--- config.mk ---
export PLATFORM = sky130hd
export DESIGN_NAME = arm64_branch_system_decoder_unit
export DESIGN_NICKNAME = d
export VERILOG_FILES = /design/src/a64bsd_pkg.sv /design/src/arm64_branch_system_decoder_unit.sv
export SDC_FILE = /design/constraint.sdc
export NUM_CORES = 1
export LEC_CHECK = 0
export BUFFER_PORTS_ARGS = -buffer_cell sky130_fd_sc_hd__buf_2
export CORE_MARGIN = 1
export CORE_UTILIZATION = 55
export CTS_BUF_LIST = sky130_fd_sc_hd__clkbuf_8
export DETAILED_ROUTE_END_ITERATION = 16
export PLACE_DENSITY = 0.81
export SETUP_SLACK_MARGIN = 0.15
export SYNTH_ARGS = -nofsm -noshare
export SYNTH_HDL_FRONTEND = slang
export SYNTH_SLANG_ARGS = --single-unit
--- constraint.sdc ---
create_clock -name clk_i -period 11.8 [get_ports clk_i]
set_input_delay 0.59 -clock clk_i [delete_from_list [all_inputs] [get_ports clk_i]]
set_output_delay 0.59 -clock clk_i [all_outputs]
set_load 0.02 [all_outputs]
--- src/a64bsd_pkg.sv ---
// a64bsd_pkg: instruction codes, status codes, encoding masks and the decode
// function for the branch / exception / system decoder
// depends on nothing; imported by arm64_branch_system_decoder_unit and tb_top
package a64bsd_pkg;

  // result status
  typedef enum logic [1:0] {
    ST_OK      = 2'd0,
    ST_UNSUP   = 2'd1,
    ST_UNALLOC = 2'd2
  } status_e;

  // instruction ids
  typedef enum logic [4:0] {
    IC_B, IC_BL, IC_CBZ, IC_CBNZ, IC_TBZ, IC_TBNZ, IC_BCOND,
    IC_SVC, IC_HVC, IC_SMC, IC_BRK, IC_HLT, IC_DC_ZVA,
    IC_NOP, IC_YIELD, IC_WFE, IC_WFI, IC_SEV, IC_SEVL, IC_PACIASP, IC_BTI,
    IC_CLREX, IC_DSB, IC_DMB, IC_ISB, IC_MSR_REG, IC_MRS,
    IC_BR, IC_BLR, IC_RET, IC_ERET, IC_DRPS
  } inst_code_e;

  // operand widths
  localparam logic [6:0] WIDTH_32 = 7'd32;
  localparam logic [6:0] WIDTH_64 = 7'd64;

  // class masks and match values
  localparam logic [31:0] M_BIMM     = 32'h7C00_0000;
  localparam logic [31:0] V_BIMM     = 32'h1400_0000;
  localparam logic [31:0] M_CBTB     = 32'h7E00_0000;
  localparam logic [31:0] V_CB       = 32'h3400_0000;
  localparam logic [31:0] V_TB       = 32'h3600_0000;
  localparam logic [31:0] M_EXC      = 32'hFFE0_001F;
  localparam logic [31:0] M_DCZVA    = 32'hFFFF_FFE0;
  localparam logic [31:0] V_DCZVA    = 32'hD50B_7420;
  localparam logic [31:0] M_HINT     = 32'hFFFF_F01F;
  localparam logic [31:0] V_HINT     = 32'hD503_201F;
  localparam logic [31:0] M_BARRIER  = 32'hFFFF_F0FF;
  localparam logic [31:0] M_SYSMOVE  = 32'hFFF0_0000;
  localparam logic [31:0] M_BRREG    = 32'hFFFF_FC1F;
  localparam logic [31:0] W_ERET     = 32'hD69F_03E0;
  localparam logic [31:0] W_DRPS     = 32'hD6BF_03E0;
  localparam logic [3:0]  CRM_SY     = 4'hF;

  // per-instruction match values under the class masks
  localparam logic [31:0] P_SVC   = 32'hD400_0001;
  localparam logic [31:0] P_HVC   = 32'hD400_0002;
  localparam logic [31:0] P_SMC   = 32'hD400_0003;
  localparam logic [31:0] P_BRK   = 32'hD420_0000;
  localparam logic [31:0] P_HLT   = 32'hD440_0000;
  localparam logic [31:0] P_CLREX = 32'hD503_305F;
  localparam logic [31:0] P_DSB   = 32'hD503_309F;
  localparam logic [31:0] P_DMB   = 32'hD503_30BF;
  localparam logic [31:0] P_ISB   = 32'hD503_30DF;
  localparam logic [31:0] P_MSR   = 32'hD510_0000;
  localparam logic [31:0] P_MRS   = 32'hD530_0000;
  localparam logic [31:0] P_BR    = 32'hD61F_0000;
  localparam logic [31:0] P_BLR   = 32'hD63F_0000;
  localparam logic [31:0] P_RET   = 32'hD65F_0000;

  // top-byte groups
  localparam logic [7:0] TOP_BCOND = 8'h54;
  localparam logic [7:0] TOP_EXC   = 8'hD4;
  localparam logic [7:0] TOP_SYS   = 8'hD5;
  localparam logic [7:0] TOP_BRREG = 8'hD6;

  // one decoded result
  typedef struct packed {
    status_e            status;
    inst_code_e         code;
    logic signed [27:0] offset;
    logic [6:0]         width;
    logic [4:0]         rt;
    logic [4:0]         rn;
    logic [15:0]        imm;
    logic [3:0]         cond;
    logic [15:0]        sysreg;
  } dec_res_t;

  // full decode of one instruction word
  function automatic dec_res_t decode_word(input logic [31:0] w);
    dec_res_t   r;
    logic       hit;
    logic [6:0] h;
    logic [3:0] crm;
    r      = '0;
    r.status = ST_UNSUP;
    hit    = 1'b0;
    h      = w[11:5];
    crm    = w[11:8];

    // immediate branches
    if ((w & M_BIMM) == V_BIMM) begin
      hit      = 1'b1;
      r.code   = w[31] ? IC_BL : IC_B;
      r.offset = {w[25:0], 2'b00};
    end else if ((w & M_CBTB) == V_CB) begin
      hit      = 1'b1;
      r.code   = w[24] ? IC_CBNZ : IC_CBZ;
      r.width  = w[31] ? WIDTH_64 : WIDTH_32;
      r.rt     = w[4:0];
      r.offset = {{7{w[23]}}, w[23:5], 2'b00};
    end else if ((w & M_CBTB) == V_TB) begin
      hit      = 1'b1;
      r.code   = w[24] ? IC_TBNZ : IC_TBZ;
      r.width  = w[31] ? WIDTH_64 : WIDTH_32;
      r.rt     = w[4:0];
      r.imm    = {10'd0, w[31], w[23:19]};
      r.offset = {{12{w[18]}}, w[18:5], 2'b00};
    end else if (w[31:24] == TOP_BCOND) begin
      // conditional branch needs bit 4 clear
      if (!w[4]) begin
        hit      = 1'b1;
        r.code   = IC_BCOND;
        r.cond   = w[3:0];
        r.offset = {{7{w[23]}}, w[23:5], 2'b00};
      end
    end else if (w[31:24] == TOP_EXC) begin
      // exception generation
      hit   = 1'b1;
      r.imm = w[20:5];
      case (w & M_EXC)
        P_SVC:   r.code = IC_SVC;
        P_HVC:   r.code = IC_HVC;
        P_SMC:   r.code = IC_SMC;
        P_BRK:   r.code = IC_BRK;
        P_HLT:   r.code = IC_HLT;
        default: hit = 1'b0;
      endcase
    end else if (w[31:24] == TOP_SYS) begin
      if ((w & M_DCZVA) == V_DCZVA) begin
        hit     = 1'b1;
        r.code  = IC_DC_ZVA;
        r.rt    = w[4:0];
        r.width = WIDTH_64;
      end else if ((w & M_HINT) == V_HINT) begin
        // hint space
        hit = 1'b1;
        if (h <= 7'd5) begin
          r.code = inst_code_e'(5'(IC_NOP) + h[4:0]);
        end else if (h == 7'h19) begin
          r.code = IC_PACIASP;
        end else if (h inside {7'h20, 7'h22, 7'h24, 7'h26}) begin
          r.code = IC_BTI;
          r.imm  = {13'd0, h[2:0]};
        end else begin
          hit = 1'b0;
        end
      end else begin
        // barriers, then system register moves
        hit = 1'b1;
        case (w & M_BARRIER)
          P_CLREX: begin
            r.code = IC_CLREX;
            r.imm  = {12'd0, crm};
          end
          P_DSB: begin
            r.code = IC_DSB;
            r.imm  = {12'd0, crm};
          end
          P_DMB: begin
            r.code = IC_DMB;
            r.imm  = {12'd0, crm};
          end
          P_ISB: begin
            if (crm != CRM_SY) begin
              hit      = 1'b0;
              r.status = ST_UNALLOC;
            end else begin
              r.code = IC_ISB;
              r.imm  = {12'd0, CRM_SY};
            end
          end
          default: begin
            r.rt     = w[4:0];
            r.sysreg = w[20:5];
            r.width  = WIDTH_64;
            case (w & M_SYSMOVE)
              P_MSR:   r.code = IC_MSR_REG;
              P_MRS:   r.code = IC_MRS;
              default: hit = 1'b0;
            endcase
          end
        endcase
      end
    end else if (w[31:24] == TOP_BRREG) begin
      // register branches and exception returns
      hit = 1'b1;
      case (w & M_BRREG)
        P_BR:  r.code = IC_BR;
        P_BLR: r.code = IC_BLR;
        P_RET: r.code = IC_RET;
        default: begin
          if (w == W_ERET) begin
            r.code = IC_ERET;
          end else if (w == W_DRPS) begin
            r.code = IC_DRPS;
          end else begin
            hit = 1'b0;
          end
        end
      endcase
      if (r.code == IC_BR || r.code == IC_BLR || r.code == IC_RET) begin
        r.rn    = w[9:5];
        r.width = WIDTH_64;
      end
    end

    // anything not ok carries only its status
    if (hit) begin
      r.status = ST_OK;
    end else begin
      r        = '{status: r.status, code: IC_B, default: '0};
    end
    return r;
  endfunction

endpackage

--- src/arm64_branch_system_decoder_unit.sv ---
// arm64_branch_system_decoder_unit: two-register decode pipeline for the
// branch, exception and system instruction class; uses a64bsd_pkg
//
//   channel | valid       | stall       | payload
//   --------+-------------+-------------+------------------------------------
//   in      | in_valid_i  | in_stall_o  | instr_word_i
//   out     | out_valid_o | out_stall_i | status_o .. sysreg_num_o
//
// one word accepted per cycle when the output side is not stalling
// an accepted word passes through the input register, then the result register, to the output
// the decode sits between the input register and the result register
// reset clears both valid bits; payload registers are not reset
// a stall on the output holds each full stage that cannot drain and reaches in_stall_o directly
module arm64_branch_system_decoder_unit
  import a64bsd_pkg::*;
(
  input  logic               clk_i,
  input  logic               rst_ni,
  input  logic               in_valid_i,
  output logic               in_stall_o,
  input  logic [31:0]        instr_word_i,
  output logic               out_valid_o,
  input  logic               out_stall_i,
  output logic [1:0]         status_o,
  output logic [4:0]         inst_code_o,
  output logic signed [27:0] branch_offset_o,
  output logic [6:0]         op_width_o,
  output logic [4:0]         reg_t_o,
  output logic [4:0]         reg_n_o,
  output logic [15:0]        imm_value_o,
  output logic [3:0]         cond_code_o,
  output logic [15:0]        sysreg_num_o
);

  logic        in_valid_q;
  logic [31:0] word_q;
  logic        out_valid_q;
  dec_res_t    res_d;
  dec_res_t    res_q;
  logic        out_adv;
  logic        in_adv;

  // stage advance
  assign out_adv    = !out_valid_q || !out_stall_i;
  assign in_adv     = !in_valid_q || out_adv;
  assign in_stall_o = !in_adv;

  // decode logic
  assign res_d = decode_word(word_q);

  // valid bits
  always_ff @(posedge clk_i or negedge rst_ni) begin
    if (!rst_ni) begin
      in_valid_q  <= 1'b0;
      out_valid_q <= 1'b0;
    end else begin
      if (in_adv) begin
        in_valid_q <= in_valid_i;
      end
      if (out_adv) begin
        out_valid_q <= in_valid_q;
      end
    end
  end

  // payload registers
  always_ff @(posedge clk_i) begin
    if (in_adv && in_valid_i) begin
      word_q <= instr_word_i;
    end
    if (out_adv && in_valid_q) begin
      res_q <= res_d;
    end
  end

  // outputs
  assign out_valid_o     = out_valid_q;
  assign status_o        = res_q.status;
  assign inst_code_o     = res_q.code;
  assign branch_offset_o = res_q.offset;
  assign op_width_o      = res_q.width;
  assign reg_t_o         = res_q.rt;
  assign reg_n_o         = res_q.rn;
  assign imm_value_o     = res_q.imm;
  assign cond_code_o     = res_q.cond;
  assign sysreg_num_o    = res_q.sysreg;

  // a stall on the input only when both stages are full and the output stalls
  a_stall_cause: assert property (@(posedge clk_i) disable iff (!rst_ni)
    in_stall_o |-> (in_valid_q && out_valid_q && out_stall_i))
    else $error("input stalled without a full pipeline");

  // a result appears only after a word sat in the input register
  a_out_source: assert property (@(posedge clk_i) disable iff (!rst_ni)
    $rose(out_valid_q) |-> $past(in_valid_q))
    else $error("result without a decoded word");

  // a failed decode carries nothing but its status
  a_fail_clean: assert property (@(posedge clk_i) disable iff (!rst_ni)
    (out_valid_o && status_o != ST_OK) |->
      (inst_code_o == 5'd0 && branch_offset_o == 28'sd0 && op_width_o == 7'd0 &&
       reg_t_o == 5'd0 && reg_n_o == 5'd0 && imm_value_o == 16'd0 &&
       cond_code_o == 4'd0 && sysreg_num_o == 16'd0))
    else $error("fields set on a failed decode");

  // operand width is one of the legal sizes
  a_width_legal: assert property (@(posedge clk_i) disable iff (!rst_ni)
    out_valid_o |-> (op_width_o == 7'd0 || op_width_o == WIDTH_32 ||
                     op_width_o == WIDTH_64))
    else $error("illegal operand width");

endmodule

==> results of run 1 <==
-- Yosys cell counts, types with 4 or more instances --
master / count / area share [%]
nand2b_1: 6 / 0.69
nand4_1: 4 / 0.46
a21o_1: 13 / 1.8
nor3_1: 17 / 1.6
buf_2: 4 / 0.37
a22o_1: 14 / 2.3
buf_4: 7 / 0.97
a221o_1: 4 / 0.74
nand2_1: 27 / 1.9
nor4_1: 9 / 1.0
a21oi_1: 17 / 1.6
and2_1: 29 / 3.3
nor2_1: 33 / 2.3
clkbuf_1: 24 / 1.7
o21ai_0: 6 / 0.55
nand3_1: 8 / 0.74
edfxtp_1: 113 / 62
or3_1: 5 / 0.57
ha_1: 4 / 0.92
nand3b_1: 4 / 0.55
a22oi_1: 6 / 0.83
nor3b_1: 6 / 0.83
inv_1: 8 / 0.55
-- routing by layer --
| metal | track usage (%) | up-vias | part of all wire, % | routed length (µm) |
|---|---|---|---|---|
| li1 | - | 1858 | - | - |
| met1 | 36.2 | 1982 | 42 | 5600 |
| met2 | 44.0 | 230 | 49 | 6630 |
| met3 | 6.21 | 22 | 7.5 | 1010 |
| met4 | 8.25 | 0 | 1.7 | 224 |
| met5 | 0 | - | 0 | 0 |
-- critical path: cells and delay by family, from the launching register on --
| kind | cells | cell delay (ps) |
|---|---|---|
| buf+inv | 1 | 170 |
| fa+ha+maj | 1 | 230 |
| compound gates | 2 | 590 |
| simple gates | 4 | 1160 |
| flops | 1 | 620 |
-- sequential cells by signal (all words and copies together) (netlist names) --
| name | flops |
|---|---|
| word_q | 32 |
| imm_value_o | 16 |
| status_o | 2 |
| in_valid_q | 1 |
| reg_n_o | 5 |
| cond_code_o | 4 |
| inst_code_o | 5 |
| out_valid_o | 1 |
| branch_offset_o | 26 |
| sysreg_num_o | 16 |
| op_width_o | 2 |
| reg_t_o | 5 |
-- what timing repair did --
item / 4_1_cts / 5_1_grt
setup buffers: 0 / 0
hold buffers: 1 / 0
endpoints found under the hold margin: 2 / 0
-- report_power, final --
group | switching (mW) | internal, mW | total, mW
sequential | 0.0251 | 0.478 | 0.503
clock | 0.170 | 0.232 | 0.402
combinational | 0.0583 | 0.0276 | 0.0858
-- path summary, 6_finish.rpt --
| check | from | depth (start not counted) | slack [ps] | endpoint |
|---|---|---|---|---|
| hold reg to reg | in_valid_q$_DFFE_PN0N_ | 1 | 490 | out_valid_o$_DFFE_PN0P_ |
| max in group asynchronous | rst_ni | 2 | 11220 | out_valid_o$_DFFE_PN0P_ |
| setup reg to reg | word_q[6]$_DFFE_PP_ | 8 | 8740 | op_width_o[6]$_SDFFCE_PP0P_ |
| min in group asynchronous | rst_ni | 2 | 480 | in_valid_q$_DFFE_PN0N_ |
| hold / removal | instr_word_i[4] | 1 | 340 | word_q[4]$_DFFE_PP_ |
| setup / recovery | word_q[6]$_DFFE_PP_ | 8 | 8740 | op_width_o[6]$_SDFFCE_PP0P_ |
-- through the flow --
step / setup WS [ps] / hold WS (ps) / utilization [%]
2_1_floorplan: 4710 / 294 / -
3_3_place_gp: 8910 / 375 / 64.5
6_report: 8740 / 340 / 69.3
3_5_place_dp: 8820 / 378 / 64.5
5_1_grt: 8470 / 322 / 69.3
4_1_cts: 8810 / 326 / 69.3
-- cell type report --
cell class,instances,area (µm²),share of cell area (%)
Tap cell,129,161,2.47
Timing Repair Buffer,122,623,9.55
Inverter,8,30.0,0.460
Multi-Input combinational cell,281,1830,28.0
Clock buffer,17,234,3.59
Sequential cell,115,3440,52.8
Clock inverter,15,205,3.15
-- cells by family (layout without fill, tap and decap cells) --
group | count (synthesis) | count (layout) | share of synthesized area, %
and+or+nand+nor | 178 | 178 | 18.8
DFF | 115 | 115 | 63.2
AOI/OAI and AO/OA | 86 | 86 | 11.9
buffers and inverters | 45 | 162 | 3.95
adders and majority gates | 4 | 4 | 0.919
muxes | 4 | 4 | 0.781
xor gates and xnor gates | 2 | 2 | 0.322
other | 1 | 7 | 0.0689
==> results.py, run 1 <==
metrics = {
    "worst_setup_path": {
        "startpoint_type": "flop",
        "worstPathRequired_ps": 11940,
        "path_cells": "inv_1 -> ha_1 -> nor2b_1 -> nor4b_1 -> o31ai_1 -> a31oi_1 -> nor4_2 -> nor3_1",
        "cpPeakStageDelay_ps": 660,
        "worstSetupPathType": "reg2reg",
        "crit_fanout": 14,
        "crit_arrival_ps": 3200,
        "critPathSlowestCell": "nor4_2",
        "end_kind": "flop",
    },
    "outcome": {
        "status": "completed",
    },
    "cells_and_area": {
        "nNetsFinal": 585,
        "syn2layout_area_growth_pct": 19.8,
        "nFillCells": 696,
        "drive_above_1_share_pct": 30.8,
        "final_cell_mix": "buf_2 (118), edfxtp_1 (113), nor2_1 (33)",
        "final_area_um2": 6520,
        "instances_no_fill": 687,
        "final_common_cell": "buf_2",
        "antenna-diode-count": 0,
    },
    "routing": {
        "drtIter0Drc": 392,
        "wl_per_cell_um": 19.6,
        "dr.pass1.iters": 5,
        "ant_nets": 0,
        "vias": 4092,
        "vias_per_cell": 5.96,
        "drc": 0,
        "wirelength_um": 13500,
    },
    "power_and_ir_drop": {
        "power.density_cell_area_nw_per_um2": 152,
        "power_uw": 991,
        "irDropWorstVdd_mv": 0.116,
        "leakage_nw": 2.58,
    },
    "timing": {
        "final_max_slew_viol_count": 0,
        "fmax_mhz": 327,
        "fin_skew_ps": 8.33,
        "rsz0062_at_grt": "no",
        "min_period_ps": 3060,
        "final.setup.tns_ps": 0,
        "setup-violations-final": 0,
        "worst_pin_slew_ps": 987,
        "period_share_pct": 25.9,
        "relSlewSlack_pct": 34.2,
        "finalHoldViolations": 0,
    },
    "clock_network": {
        "clkSlewWorstSetupHoldPaths_ps": 70,
        "cts_buffers": 17,
        "clk_latency_ps": 420,
        "cts_tree": "done",
        "clock_sinks": 115,
        "cts-root-buf": "clkbuf_8",
        "htreeDepth": 4,
        "ctsResizeCount": 0,
        "max-clock-path-buffers": 2,
    },
    "place": {
        "finalWeightedCongestion": 0.973,
        "io_buffers": 118,
        "dp.cells": 654,
        "placed_area_um2": 6070,
        "dp_hpwl_um": 9280,
    },
    "logic_synthesis": {
        "async_flop_share_pct": 1.74,
        "yosys_warnings": 0,
        "yosysSeqAreaShare_pct": 63.2,
        "synth_cell_types": 65,
        "synth_seq_cells": 115,
        "synth-main-ff-cell": "edfxtp_1",
        "synthesis.instances": 435,
        "synth_edf_count": 113,
        "synth_area_um2": 5450,
        "syn_avg_cell_area_um2": 12.5,
    },
    "floorplanning": {
        "fp.dieArea_um2": 10300,
        "initial_core_util_pct": 57.8,
        "die_x_um": 102,
        "die_h_um": 102,
        "design.core.area_um2": 9420,
        "io_pins": 126,
        "rows": 35,
    },
    "grt": {
        "grt_max_degree": 82,
        "grt_antenna_before_repair": 0,
        "grt_pass1_vias": 3721,
        "grt_usage_pct": 27.0,
        "grt_first_pass_wirelength_um": 20100,
        "grt_overflow_total": 0,
    },
    "hold_path": {
        "hp-class": "in2reg",
    },
    "job": {
        "cap_viol_max_count": 0,
    },
}
(Power assumes the default switching activity.)
==> inputs of run 2 (changes only) <==
Settings changed: CORE_UTILIZATION 55 to 50, PLACE_DENSITY 0.81 to 0.78.
Clock period 11.8 ns to 2.6 ns, I/O delays scaled along.
==> run 2 against run 1 <==
  * Sequential share of layout area down 6.2 points
  * Critical path depth grew 2
  * Routed wire length is 12% higher
  * Clock-buffer cell count is the same
  * Final cell count increased by 14%
  * Largest power group unchanged
==> results.py, run 2 (synthesis gave the netlist of run 1 again) <==
metrics = {
    "outcome": {
        "status": "completed",
    },
    "worst_setup_path": {
        "reg2reg_slack_ps": 190,
        "path_cells": "inv_1 -> ha_1 -> nor2b_1 -> nor4b_4 -> o31ai_2 -> a31oi_1 -> buf_4 -> nor4_4 -> buf_4 -> nor3b_2",
        "cpPeakStageDelay_ps": 400,
        "crit_buf_inv": 3,
        "r2r-end": "status_o[0]$_SDFFCE_PP0P_",
        "crit_fanout": 8,
        "cp_top_family": "simple AND/OR/NAND/NOR gates",
        "crit_arrival_ps": 2590,
        "crit_path_frequent_cell": "buf_4",
        "worstPathRequired_ps": 2770,
        "critPathSlowestCell": "edfxtp_1",
        "reg2reg_depth": 10,
        "startpoint_type": "flop",
        "end_kind": "flop",
        "critical_path_depth": 10,
        "worstSetupPathType": "reg2reg",
        "r2r_start": "word_q[6]$_DFFE_PP_",
    },
    "place": {
        "placed_area_um2": 6480,
        "io_buffers": 118,
        "dp.cells": 710,
        "dp_hpwl_um": 10400,
        "finalWeightedCongestion": 0.951,
    },
    "cells_and_area": {
        "antenna-diode-count": 0,
        "drive_above_1_share_pct": 36.9,
        "instances_no_fill": 784,
        "regArea_um2": 3440,
        "final_area_um2": 7390,
        "largest_reg_flops": 32,
        "post-route-util_pct": 70.7,
        "nFillCells": 752,
        "multi_input_area_um2": 1950,
        "nNetsFinal": 675,
        "final_common_cell": "buf_2",
        "syn2layout_area_growth_pct": 35.8,
        "regMostFlops": "word_q",
        "final_cell_mix": "buf_2 (118), edfxtp_1 (113), buf_4 (55)",
    },
    "routing": {
        "wl_per_cell_um": 19.2,
        "drc": 0,
        "drtIter0Drc": 374,
        "vias": 4476,
        "wirelength_um": 15000,
        "ant_nets": 0,
        "dr.pass1.iters": 7,
        "vias_per_cell": 5.71,
    },
    "timing": {
        "relSlewSlack_pct": 54.2,
        "rsz0062_at_grt": "yes",
        "worst_pin_slew_ps": 685,
        "fin_skew_ps": 8.73,
        "fmax_mhz": 414,
        "period_share_pct": 92.9,
        "finalHoldViolations": 0,
        "min_period_ps": 2410,
        "final_max_slew_viol_count": 0,
        "setup-violations-final": 0,
    },
    "power_and_ir_drop": {
        "leakage_nw": 3.03,
        "irDropWorstVdd_mv": 0.345,
        "power.density_cell_area_nw_per_um2": 597,
    },
    "clock_network": {
        "clkSlewWorstSetupHoldPaths_ps": 70,
        "cts_buffers": 17,
        "htreeDepth": 4,
        "max-clock-path-buffers": 2,
        "cts_tree": "done",
        "cts-root-buf": "clkbuf_8",
        "clk_latency_ps": 430,
        "clock_sinks": 115,
    },
    "floorplanning": {
        "rows": 37,
        "die_x_um": 106,
        "design.core.area_um2": 10500,
        "io_pins": 126,
        "die_h_um": 106,
        "fp.dieArea_um2": 11300,
        "initial_core_util_pct": 52.0,
    },
    "grt": {
        "grt_first_pass_wirelength_um": 22700,
        "grt_max_degree": 34,
        "grt_usage_pct": 27.5,
        "grt_antenna_before_repair": 0,
        "grt_overflow_total": 0,
        "grt_pass1_vias": 4319,
    },
    "hold_path": {
        "hold_end": "word_q[1]$_DFFE_PP_",
        "hold_depth": 2,
        "hp-class": "in2reg",
        "worstHoldStart": "instr_word_i[1]",
    },
    "job": {
        "cap_viol_max_count": 0,
    },
}
-- run 2: cell count changes in the layout (fill, tap and decap cells not counted), moves of 3 or more --
cell,before,now
buf_4,3,55
clkinv_2,1,5
clkinv_4,4,1
dlygate4sd3_1,1,36
inv_6,3,0
nor4_1,9,5
nor4b_1,3,0
or3_1,5,2
or3_4,0,3
-- run 2: routing by layer --
layer	up-vias	track usage (%)	wire length (µm)
li1	2045	-	-
met3	37	6.93	1230
met4	0	9.52	340
met2	257	47.4	7530
met5	-	0	0
met1	2137	33.5	5930
-- run 2: what timing repair did --
action	4_1_cts	5_1_grt
hold buffers	36	0
resized for setup	9	14
setup buffers	2	4
pin swaps	2	2
setup endpoints to repair	15	15
endpoints found under the hold margin	36	0
-- run 2: power breakdown --
group | internal (mW) | leakage, nW | switching (mW) | total [mW]
Sequential | 2.17 | 1.14 | 0.0581 | 2.23
Combinational | 0.213 | 1.68 | 0.355 | 0.567
Clock | 0.921 | 0.208 | 0.701 | 1.62
-- run 2: worst max path at each step --
stage                              start                        end  slack (ps)
global placement    word_q[21]$_DFFE_PP_  status_o[0]$_SDFFCE_PP0P_          30
global route         word_q[8]$_DFFE_PP_  status_o[0]$_SDFFCE_PP0P_          80
finish               word_q[6]$_DFFE_PP_  status_o[0]$_SDFFCE_PP0P_         190
floorplan            word_q[6]$_DFFE_PP_  status_o[0]$_SDFFCE_PP0P_         170
CTS                 word_q[23]$_DFFE_PP_  status_o[0]$_SDFFCE_PP0P_         140
detailed placement  word_q[23]$_DFFE_PP_  status_o[0]$_SDFFCE_PP0P_         -10
-- run 2: final cells by class --
class	count	area share, %
Clock buffer	17	3.17
Inverter	8	0.406
Multi-Input combinational cell	281	26.4
Clock inverter	15	2.03
Tap cell	136	2.30
Sequential cell	115	46.6
Timing Repair Buffer	212	19.1
-- run 2: per-stage QoR --
stage | worst slack [ps] | hold slack [ps] | TNS (ps) | power (mW)
floorplan | 166 | -166 | 0 | 2.55
global placement | 30.5 | -85.9 | 0 | 2.76
detailed placement | -10.1 | -84.8 | -10.1 | 2.77
CTS | 138 | 387 | 0 | 4.41
global route | 77.8 | 385 | 0 | 4.55
finish | 185 | 402 | 0 | 4.41
==> inputs of run 3 (changes only) <==
Settings changed: CORE_UTILIZATION 50 to 55, PLACE_DENSITY 0.78 to 0.81.
Clock period 2.6 ns to 3 ns, I/O delays scaled along.
==> run 3 against run 2 <==
  * Worst setup slack gained 120 ps
  * Critical path type unchanged
  * Fmax shrank 10%
  * Clock skew grew 0.82 ps
  * Combinational power shrank 22%
  * Largest cell class unchanged
==> results.py, run 3 (synthesis gave the netlist of run 1 again) <==
metrics = {
    "job": {
        "cap_viol_max_count": 0,
    },
    "floorplanning": {
        "rows": 35,
        "initial_core_util_pct": 57.8,
        "fp.dieArea_um2": 10300,
        "die_x_um": 102,
        "design.core.area_um2": 9420,
        "io_pins": 126,
        "die_h_um": 102,
    },
    "power_and_ir_drop": {
        "irDropWorstVdd_mv": 0.362,
        "leakage_nw": 2.82,
        "power.density_cell_area_nw_per_um2": 532,
    },
    "place": {
        "io_buffers": 118,
        "dp_hpwl_um": 10000,
        "dp.cells": 679,
        "finalWeightedCongestion": 0.984,
    },
    "routing": {
        "dr.pass1.iters": 5,
        "wl_per_cell_um": 19.6,
        "drc": 0,
        "drtIter0Drc": 367,
        "ant_nets": 0,
        "wirelength_um": 14700,
        "vias_per_cell": 5.85,
        "vias": 4364,
    },
    "timing": {
        "fmax_mhz": 372,
        "finalHoldViolations": 0,
        "fin_skew_ps": 9.54,
        "whs_ps": 63.8,
        "period_share_pct": 89.7,
        "relSlewSlack_pct": 25.6,
        "final.setup.tns_ps": 0,
        "min_period_ps": 2690,
        "worst_pin_slew_ps": 1110,
        "final_max_slew_viol_count": 0,
        "setup-violations-final": 0,
        "rsz0062_at_grt": "no",
    },
    "worst_setup_path": {
        "crit_arrival_ps": 2960,
        "end_kind": "flop",
        "endpoint": "imm_value_o[5]$_SDFFCE_PP0P_",
        "startpoint_type": "flop",
        "setup.worst_path.start": "word_q[8]$_DFFE_PP_",
        "r2r-end": "imm_value_o[5]$_SDFFCE_PP0P_",
        "reg2reg_depth": 8,
        "reg2reg_slack_ps": 310,
        "worstPathRequired_ps": 3270,
        "r2r_start": "word_q[8]$_DFFE_PP_",
        "crit_fanout": 9,
        "worstSetupPathType": "reg2reg",
    },
    "grt": {
        "grt_first_pass_wirelength_um": 22000,
        "grt_max_degree": 82,
        "grt_overflow_total": 0,
        "grt_usage_pct": 29.7,
        "grt_antenna_before_repair": 0,
        "grt_pass1_vias": 4251,
    },
    "clock_network": {
        "cts_tree": "done",
        "clock_sinks": 115,
        "htreeDepth": 4,
        "clk_latency_ps": 440,
        "cts-root-buf": "clkbuf_8",
        "cts_buffers": 17,
        "cts_setup_buffers": 0,
        "max-clock-path-buffers": 2,
        "clkSlewWorstSetupHoldPaths_ps": 80,
    },
    "cells_and_area": {
        "antenna-diode-count": 0,
        "regMostFlops": "word_q",
        "post-route-util_pct": 74.3,
        "drive_above_1_share_pct": 32.1,
        "final_common_cell": "buf_2",
        "instances_no_fill": 746,
        "largest_reg_flops": 32,
        "nNetsFinal": 644,
        "final_cell_mix": "buf_2 (118), edfxtp_1 (113), dlygate4sd3_1 (35)",
        "syn2layout_area_growth_pct": 28.5,
    },
    "outcome": {
        "status": "completed",
    },
    "hold_path": {
        "hp-class": "in2async",
    },
}
==> run 3: cell count changes in the layout (fill, tap and decap cells not counted), sizes merged <==
cell         previous run  this run
clkinvlp                1         3
bufinv                  3         1
buf                   176       146
dlygate4sd3            36        35
==> run 3: where the power goes <==
group          switching, mW  internal, mW
clock                  0.683         0.656
combinational          0.285         0.159
sequential            0.0586          1.88
==> run 3: through the flow <==
step	instance area [µm²]	worst slack, ps	power, mW
after floorplan	5480	542	2.21
after global placement	6270	349	2.36
after detailed placement	6270	305	2.37
final	7000	310	3.72
after CTS	6990	288	3.73
after global routing	7000	214	3.84
==> run 3: final cells by class <==
type | instances | area (µm²)
clock buffers | 17 | 234
flip-flops and latches | 115 | 3440
multi-input cells | 281 | 1830
fillers | 661 | 2420
repair buffers | 181 | 1160
inverters | 8 | 30.0
well taps | 129 | 161
clock inverters | 15 | 133
==> run 3: routing by layer <==
layer  up-vias  track usage (%)  wire length (µm)
met1      2056             36.2              5760
met5         -                0                 0
met2       283             49.6              7250
met3        49             7.11              1190
met4         0             14.5               454
li1       1976                -                 -
==> run 3: worst min path at each step <==
| stage | end | startpoint | slack, ps | cells past startpoint |
|---|---|---|---|---|
| 2_1_floorplan | in_valid_q$_DFFE_PN0N_ | rst_ni | -150 | 0 |
| 3_3_place_gp | out_valid_o$_DFFE_PN0P_ | rst_ni | -70 | 1 |
| 5_1_grt | out_valid_o$_DFFE_PN0P_ | rst_ni | 70 | 2 |
| 3_5_place_dp | out_valid_o$_DFFE_PN0P_ | rst_ni | -60 | 1 |
| 4_1_cts | out_valid_o$_DFFE_PN0P_ | rst_ni | 20 | 2 |
| 6_report | out_valid_o$_DFFE_PN0P_ | rst_ni | 60 | 2 |
==> run 3: critical path: stages, from the launching register on <==
cell      delay (ps)
edfxtp_1         470
buf_4            220
nor4_1           510
o31a_1           330
o31ai_1          120
a31oi_1          410
nor4b_2           90
buf_4            180
nor3b_1          210
==> run 3: timing repair <==
item | in CTS | in global routing
hold endpoints to repair | 36 | 0
resized for setup | 0 | 1
endpoints found under the setup margin | 0 | 1
hold buffers | 35 | 0
